File: config.mk
export PLATFORM = sky130hd
export DESIGN_NAME = imh_ctrl
export DESIGN_NICKNAME = d
export VERILOG_FILES = /design/src/imh_pkg.sv /design/src/imh_ctrl.sv
export SDC_FILE = /design/constraint.sdc
export NUM_CORES = 1
export LEC_CHECK = 0
export BUFFER_PORTS_ARGS = -buffer_cell sky130_fd_sc_hd__buf_4
export CORE_MARGIN = 2
export CORE_UTILIZATION = 30
export DETAILED_ROUTE_END_ITERATION = 6
export PLACE_DENSITY = 0.51
export SYNTH_ARGS = -nofsm -noshare
export SYNTH_HDL_FRONTEND = slang
export SYNTH_SLANG_ARGS = --single-unit
File: constraint.sdc
create_clock -name clk -period 1.8 [get_ports clk]
set_input_delay 0.36 -clock clk [delete_from_list [all_inputs] [get_ports clk]]
set_output_delay 0.36 -clock clk [all_outputs]
set_load 0.01 [all_outputs]
File: src/imh_pkg.sv
package imh_pkg;

	// Request kinds
	localparam logic [2:0] KIND_INSERT = 3'd0;
	localparam logic [2:0] KIND_UPDATE = 3'd1;
	localparam logic [2:0] KIND_EXTRACT = 3'd2;
	localparam logic [2:0] KIND_FINAL = 3'd3;
	localparam logic [2:0] KIND_CLEAR = 3'd4;

	// Response codes
	localparam logic [1:0] CODE_OK = 2'd0;
	localparam logic [1:0] CODE_EMPTY = 2'd1;
	localparam logic [1:0] CODE_UNREACH = 2'd2;
	localparam logic [1:0] CODE_REJECT = 2'd3;

	localparam logic signed [31:0] KEY_INF = 32'sh7FFF_FFFF;

	typedef struct packed {
		logic [2:0] kind;
		logic [11:0] item;
		logic signed [31:0] key;
	} req_t;

	typedef struct packed {
		logic [11:0] out_item;
		logic signed [31:0] out_key;
		logic [1:0] code;
		logic [12:0] occupancy;
	} rsp_t;

	// One heap slot: the item and its key
	typedef struct packed {
		logic [11:0] item;
		logic signed [31:0] key;
	} heap_ent_t;

	// Datapath operations issued by the controller
	typedef enum logic [3:0] {
		DP_NONE,
		DP_ACCEPT,
		DP_REJECT,
		DP_INS_START,
		DP_UPD_START,
		DP_FIN_MARK,
		DP_EMPTY,
		DP_EX_START,
		DP_UP_RD,
		DP_UP_MOVE,
		DP_DN_RD,
		DP_DN_MOVE,
		DP_PLACE,
		DP_CLR_START,
		DP_CLR_STEP,
		DP_OUT
	} dp_op_t;

	typedef struct packed {
		dp_op_t op;
	} dp_cmd_t;

	typedef struct packed {
		logic [2:0] kind;
		logic item_ok;
		logic map_unseen;
		logic map_inheap;
		logic cnt_full;
		logic cnt_zero;
		logic ex_last;
		logic s_zero;
		logic up_less;
		logic dn_child;
		logic dn_less;
		logic clr_last;
		logic out_free;
	} dp_stat_t;

endpackage

File: src/imh_ctrl.sv
module imh_ctrl (
	input logic clk,
	input logic arst_n,
	input logic req_valid,
	output logic req_stall,
	input imh_pkg::dp_stat_t stat,
	output imh_pkg::dp_cmd_t cmd
);
	import imh_pkg::*;

	typedef enum logic [3:0] {
		S_INIT, S_IDLE, S_CHECK, S_UP_RD, S_UP_CMP, S_DN_RD, S_DN_CMP,
		S_PLACE, S_CLR, S_DONE
	} state_t;

	state_t state_q, state_d;

	always_ff @(posedge clk or negedge arst_n) begin
		if (!arst_n) begin
			state_q <= S_INIT;
		end else begin
			state_q <= state_d;
		end
	end

	assign req_stall = (state_q != S_IDLE);

	// Next state and datapath command
	always_comb begin
		state_d = state_q;
		cmd.op = DP_NONE;
		unique case (state_q)
			S_INIT: begin
				cmd.op = DP_CLR_STEP;
				if (stat.clr_last) state_d = S_IDLE;
			end
			S_IDLE: begin
				if (req_valid) begin
					cmd.op = DP_ACCEPT;
					state_d = S_CHECK;
				end
			end
			S_CHECK: begin
				state_d = S_DONE;
				unique case (stat.kind)
					KIND_INSERT: begin
						if (!stat.item_ok || !stat.map_unseen || stat.cnt_full) begin
							cmd.op = DP_REJECT;
						end else begin
							cmd.op = DP_INS_START;
							state_d = S_UP_RD;
						end
					end
					KIND_UPDATE: begin
						if (!stat.item_ok || !stat.map_inheap) begin
							cmd.op = DP_REJECT;
						end else begin
							cmd.op = DP_UPD_START;
							state_d = S_UP_RD;
						end
					end
					KIND_EXTRACT: begin
						if (stat.cnt_zero) begin
							cmd.op = DP_EMPTY;
						end else begin
							cmd.op = DP_EX_START;
							if (!stat.ex_last) state_d = S_DN_RD;
						end
					end
					KIND_FINAL: begin
						cmd.op = (!stat.item_ok || stat.map_inheap) ? DP_REJECT : DP_FIN_MARK;
					end
					KIND_CLEAR: begin
						cmd.op = DP_CLR_START;
						state_d = S_CLR;
					end
					default: cmd.op = DP_REJECT;
				endcase
			end
			S_UP_RD: begin
				if (stat.s_zero) begin
					state_d = S_PLACE;
				end else begin
					cmd.op = DP_UP_RD;
					state_d = S_UP_CMP;
				end
			end
			S_UP_CMP: begin
				if (stat.up_less) begin
					cmd.op = DP_UP_MOVE;
					state_d = S_UP_RD;
				end else begin
					state_d = S_PLACE;
				end
			end
			S_DN_RD: begin
				if (stat.dn_child) begin
					cmd.op = DP_DN_RD;
					state_d = S_DN_CMP;
				end else begin
					state_d = S_PLACE;
				end
			end
			S_DN_CMP: begin
				if (stat.dn_less) begin
					cmd.op = DP_DN_MOVE;
					state_d = S_DN_RD;
				end else begin
					state_d = S_PLACE;
				end
			end
			S_PLACE: begin
				cmd.op = DP_PLACE;
				state_d = S_DONE;
			end
			S_CLR: begin
				cmd.op = DP_CLR_STEP;
				if (stat.clr_last) state_d = S_DONE;
			end
			S_DONE: begin
				if (stat.out_free) begin
					cmd.op = DP_OUT;
					state_d = S_IDLE;
				end
			end
			default: state_d = S_IDLE;
		endcase
	end

	a_accept_idle: assert property (@(posedge clk) disable iff (!arst_n)
		cmd.op == DP_ACCEPT |=> state_q == S_CHECK) else $error("accept not followed by check");
	a_clear_done: assert property (@(posedge clk) disable iff (!arst_n)
		(state_q == S_CLR && stat.clr_last) |=> state_q == S_DONE) else $error("clear lost");
	a_out_done: assert property (@(posedge clk) disable iff (!arst_n)
		cmd.op == DP_OUT |-> state_q == S_DONE) else $error("stray response");
endmodule
Word level (Yosys, flattened, before mapping)
Index checks and enable logic that the tools add are counted.
{"block": "totals", "regBits": 4, "word_cells": 56, "in_bits": 18, "out_inout_bits": 5}
{"block": "classes", "eq_ne": 18, "n_reduce_logical": 11, "mux": 26}
{"cell": "two-way mux 4 bit", "n": 13}
{"cell": "case mux 4 bit (10 select lines)", "n": 1}
{"cell": "case mux 4 bit (9 select lines)", "n": 1}
{"cell": "case mux 4 bit (5 select lines)", "n": 1}
{"cell": "equality test 4 x 3 -> 1 bit (second input constant)", "n": 4}
{"cell": "case mux 4 bit (4 select lines)", "n": 1}
{"cell": "two-way mux 3 bit", "n": 3}
{"cell": "equality test 4 x 2 -> 1 bit (second input constant)", "n": 2}
{"cell": "equality test 4 bit (second input constant)", "n": 2}
{"cell": "!= test 2 bit (second input constant)", "n": 4}
{"cell": "equality test 3 x 2 -> 1 bit (second input constant)", "n": 2}
{"cell": "equality test 4 x 1 -> 1 bit (second input constant)", "n": 1}
{"cell": "logical NOT 4 bit", "n": 1}
{"cell": "logical OR 1 bit", "n": 4}
{"cell": "two-way mux 1 bit", "n": 4}
{"cell": "two-way mux 2 bit", "n": 2}
{"cell": "!= test 4 x 1 -> 1 bit (second input constant)", "n": 1}
{"cell": "AND reduction 4 bit", "n": 1}
{"cell": "equality test 3 x 1 -> 1 bit (second input constant)", "n": 1}
{"cell": "equality test 3 bit (second input constant)", "n": 1}
{"cell": "logical NOT 1 bit", "n": 3}
{"cell": "logical NOT 3 bit", "n": 1}
{"cell": "OR reduction 2 bit", "n": 1}

Logic depth before layout (Yosys ltp)
{"block": "depth", "depth_word": 6, "mapped_depth": 6, "ltp_nobuf": 4}

Worst setup path before layout
No wires, ideal clock.
{"block": "synth_timing", "path_type": "input to output", "from": "input stat[13] (netlist name)", "to": "output cmd[3] (netlist name)", "t_arrival_ns": 1.395, "n_path_buf": 0, "required_ns": 1.440, "path_slack_ns": 0.045, "path_stages": 4, "cell_sequence": "or3b_1 o31a_1 or3_1 o311ai_1"}
{"element": "from (decl)", "line_no": "imh_ctrl.sv:6", "text": "input imh_pkg::dp_stat_t stat,"}
{"element": "to (decl)", "line_no": "imh_ctrl.sv:7", "text": "output imh_pkg::dp_cmd_t cmd"}

==> reports/qor_table.md <==
| Metric | This run | Unit |
| --- | --- | --- |
| Count of maximum capacitance violations | 0 | - |
| Fillers | 199 | - |
| Max frequency | 0.500 | GHz |
| Count of nets after finishing | 145 | - |
| Fin. max-slew vios | 0 | - |
| Cell type contributing the most total cell area after synthesis | sky130_fd_sc_hd__dfrtp_1 | - |
| Antenna diode count | 0 | - |
| Initial DRC Count | 3 | - |
| Largest registers | state_q x4 | - |
| Total Die Area | 0.00233 | sq mm |
| Worst slew slack as a fraction of its limit | 73.6 | % |
| Starting density of the core | 30.9 | % |
| Clock tree from TritonCTS | built | - |
| Time the final worst path needs with I/O delays and setup | 2000 | ps |
| Leading cell types by total area after synthesis | sky130_fd_sc_hd__dfrtp_1, sky130_fd_sc_hd__a21oi_1, sky130_fd_sc_hd__o21ai_0 | - |
| Most used cells in the layout excluding fill and tap cells | sky130_fd_sc_hd__buf_4, sky130_fd_sc_hd__nor2_1, sky130_fd_sc_hd__nand2_1, sky130_fd_sc_hd__o21ai_0, sky130_fd_sc_hd__buf_6 | - |
| Number of endpoints failing setup at the final stage | 3 | - |
| Start-to-end type of the worst setup path | in2out | - |
| Final Cycle Share | 111 | % |
| Worst path arrival time | 1640 | ps |
| Initial antenna violation count | 0 | - |
| Congestion Overflow GR | 0 | - |
| Worst slack, placed | -233 | ps |
| Commonest non-fill, non-tap cell in the layout | sky130_fd_sc_hd__buf_4 | - |
| Number of top-level design ports | 23 | - |
| Placed wire-length estimate | 1450 | um |
| First-pass GRT wire length | 3060 | um |
| Largest Register | state_q | - |
| R2r setup slk | 250 | ps |
| Total via count after detailed routing | 783 | - |
| Syn Inst Count | 86 | - |
| DRC violation count after routing | 0 | - |
| Synth top area share | 17.0 | % |
| Post-synthesis net count | 104 | - |
| Number of register bits inferred by synthesis | 4 | - |
| Run status | finished with violations | - |
| Static Leak | 0.440 | nW |
| Placed Cells incl. Taps | 143 | - |
| Hold slack final | 362 | ps |
| Ratio of cells with drive above 1 in the final layout | 50.4 | % |
| Antenna Nets Post-Route | 0 | - |
| Critical path launch point type | primary input | - |
| Critical path destination | cmd[3] | - |
| Reg-to-reg startpoint | state_q[1] | - |
| Power per cell area | 1400 | mW/mm^2 |
| FFs w/ async S/R, synth | 100 | % |
| Post-Syn Area | 588 | sq um |
| Commonest register cell after synthesis | sky130_fd_sc_hd__dfrtp_1 | - |
| Final worst clock skew | 2.56 | ps |
| Clock latency at the later pin of the worst-skew pair | 230 | ps |
| Total global-route track usage | 18.7 | % |
| DIE WIDTH | 48.3 | um |
| Number of synthesized flops with an enable pin | 0 | - |
| Tightest Pin Transition | 386 | ps |
| Count of yosys warnings during synthesis | 0 | - |
| Final routed wirelength across all metal layers | 1870 | um |
| Syn_area_per_cell | 6.84 | sq um |
| Post-synthesis sequential area ratio | 17.0 | % |
| Core box area | 0.00190 | sq mm |
| Final Wtd Congestion | 0.783 | - |
| Pin count of the biggest net entering global routing | 12 | - |
| Fin worst setup slack | -198 | ps |
| Critical Path Start | stat[13] | - |
| Required time of the critical path | 1440 | ps |
| Violations in the final reports | setup timing | - |
| Classification of the worst-slack hold path | in2reg | - |
| Vias in the first global route | 735 | - |
| Endpoint of the most critical register-to-register path | state_q[0] | - |
| Clock Pin Slew Worst Setup and Hold Paths | 40 | ps |
| Layout overhead on the synthesized area | 74.5 | % |
| FP Rows | 16 | - |
| FF-to-FF path depth | 5 | - |
| Number of flip-flops under the largest register name | 4 | - |
| Number of buffers created by CTS | 3 | - |
| Average wire length per cell after detail routing | 12.3 | um |
| Mean number of vias per cell | 5.15 | - |
| Number of H-tree branching levels | 1 | - |
| Maximum fanout encountered on the critical timing path | 2 | - |
| DIE HEIGHT | 48.3 | um |
| Number of buffers inserted by port buffering | 22 | - |
| Clock Path Buffers | 2 | - |
| Number of detailed-routing iterations run before antenna repair | 5 | - |
| Number of different library cells in the post-synthesis netlist | 39 | - |
| Unrepaired setup endpoints after global routing | yes | - |
| Num Clock Sinks | 4 | - |
| Final hold violations | 0 | - |
| Root buffer selected by CTS | sky130_fd_sc_hd__clkbuf_4 | - |
| Number of non-filler instances in the completed layout | 152 | - |
| Largest vdd supply drop | 0.718 | mV |
| Worst setup EP type | primary output | - |
[routing by layer]
metal / vias to the layer above / GRT usage (%) / wire [um] / part of all wire [%]
met5: - / 0 / 0 / 0
met4: 0 / 3.24 / 0 / 0
met3: 0 / 4.81 / 86 / 4.6
met2: 24 / 34.5 / 987 / 53
met1: 355 / 21.7 / 798 / 43
li1: 404 / - / - / -
[power by group]
part	total, W	switching (W)	internal, W
registers	0.000222	0.0000804	0.000141
clock network	0.000109	0.0000346	0.0000744
logic	0.00111	0.000509	0.000600
total	0.00144	0.000624	0.000815
[worst min-delay path by stage]
stage | startpoint | endpoint | slack, ps | depth (start not counted)
floorplan | arst_n | state_q[0] | 60 | 0
global placement | arst_n | state_q[1] | 160 | 1
detailed placement | arst_n | state_q[1] | 160 | 1
CTS | stat[1] | state_q[0] | 360 | 2
global route | stat[1] | state_q[0] | 360 | 2
finish | stat[1] | state_q[0] | 360 | 2
[cells in the mapped netlist, types with 2 or more instances]
master / number
sky130_fd_sc_hd__dfrtp_1: 4
sky130_fd_sc_hd__a21oi_1: 7
sky130_fd_sc_hd__nor2b_1: 4
sky130_fd_sc_hd__inv_1: 5
sky130_fd_sc_hd__nand3_1: 3
sky130_fd_sc_hd__nand2b_1: 2
sky130_fd_sc_hd__or3b_1: 2
sky130_fd_sc_hd__clkbuf_1: 4
sky130_fd_sc_hd__nor2_1: 8
sky130_fd_sc_hd__buf_2: 2
sky130_fd_sc_hd__a31oi_1: 2
sky130_fd_sc_hd__nand2_1: 7
sky130_fd_sc_hd__o31a_1: 2
sky130_fd_sc_hd__a2111oi_0: 2
sky130_fd_sc_hd__o21ai_0: 7
sky130_fd_sc_hd__nor4_1: 2
[what timing repair did]
item | CTS | global route
pin swaps | 0 | 4
gates resized for setup | 15 | 11
buffers inserted | 1 | 5
hold endpoints to repair | 4 | 0
endpoints found under the setup margin | 4 | 4
hold buffers | 1 | 0
[cell families (layout without fill, tap and decap cells)]
kind of cell / after synthesis / in the layout / synth area share, %
and+or+nand+nor: 37 / 37 / 35.3
AOI/OAI and AO/OA: 33 / 33 / 38.5
muxes: 1 / 1 / 1.70
buffers and inverters: 11 / 50 / 7.45
DFF: 4 / 4 / 17.0
[critical path, stage by stage]
cell                       delay (ps)
sky130_fd_sc_hd__buf_6             90
sky130_fd_sc_hd__or3b_4           390
sky130_fd_sc_hd__o31a_1           230
sky130_fd_sc_hd__or3_1            320
sky130_fd_sc_hd__o311ai_2          80
sky130_fd_sc_hd__buf_4            160
[layout make-up]
class	count	area (sq um)	share of cell area, %
clock buffers	3	22.5	2.20
inverters	5	18.8	1.83
repair buffers	42	338	32.9
well taps	27	33.8	3.29
multi-input cells	71	508	49.5
flip-flops and latches	4	105	10.2
[metrics by stage]
stage,utilization (%),instance area (sq um),TNS [ps],power (W)
final,53.9,1030,-287,0.00144
after global routing,53.9,1030,-521,0.00157
after CTS,49.9,950,-295,0.00130
after detailed placement,45.6,867,-526,0.00109
after global placement,45.6,867,-560,0.00110
after floorplan,-,588,0,0.000703
(Power assumes the default switching activity.)
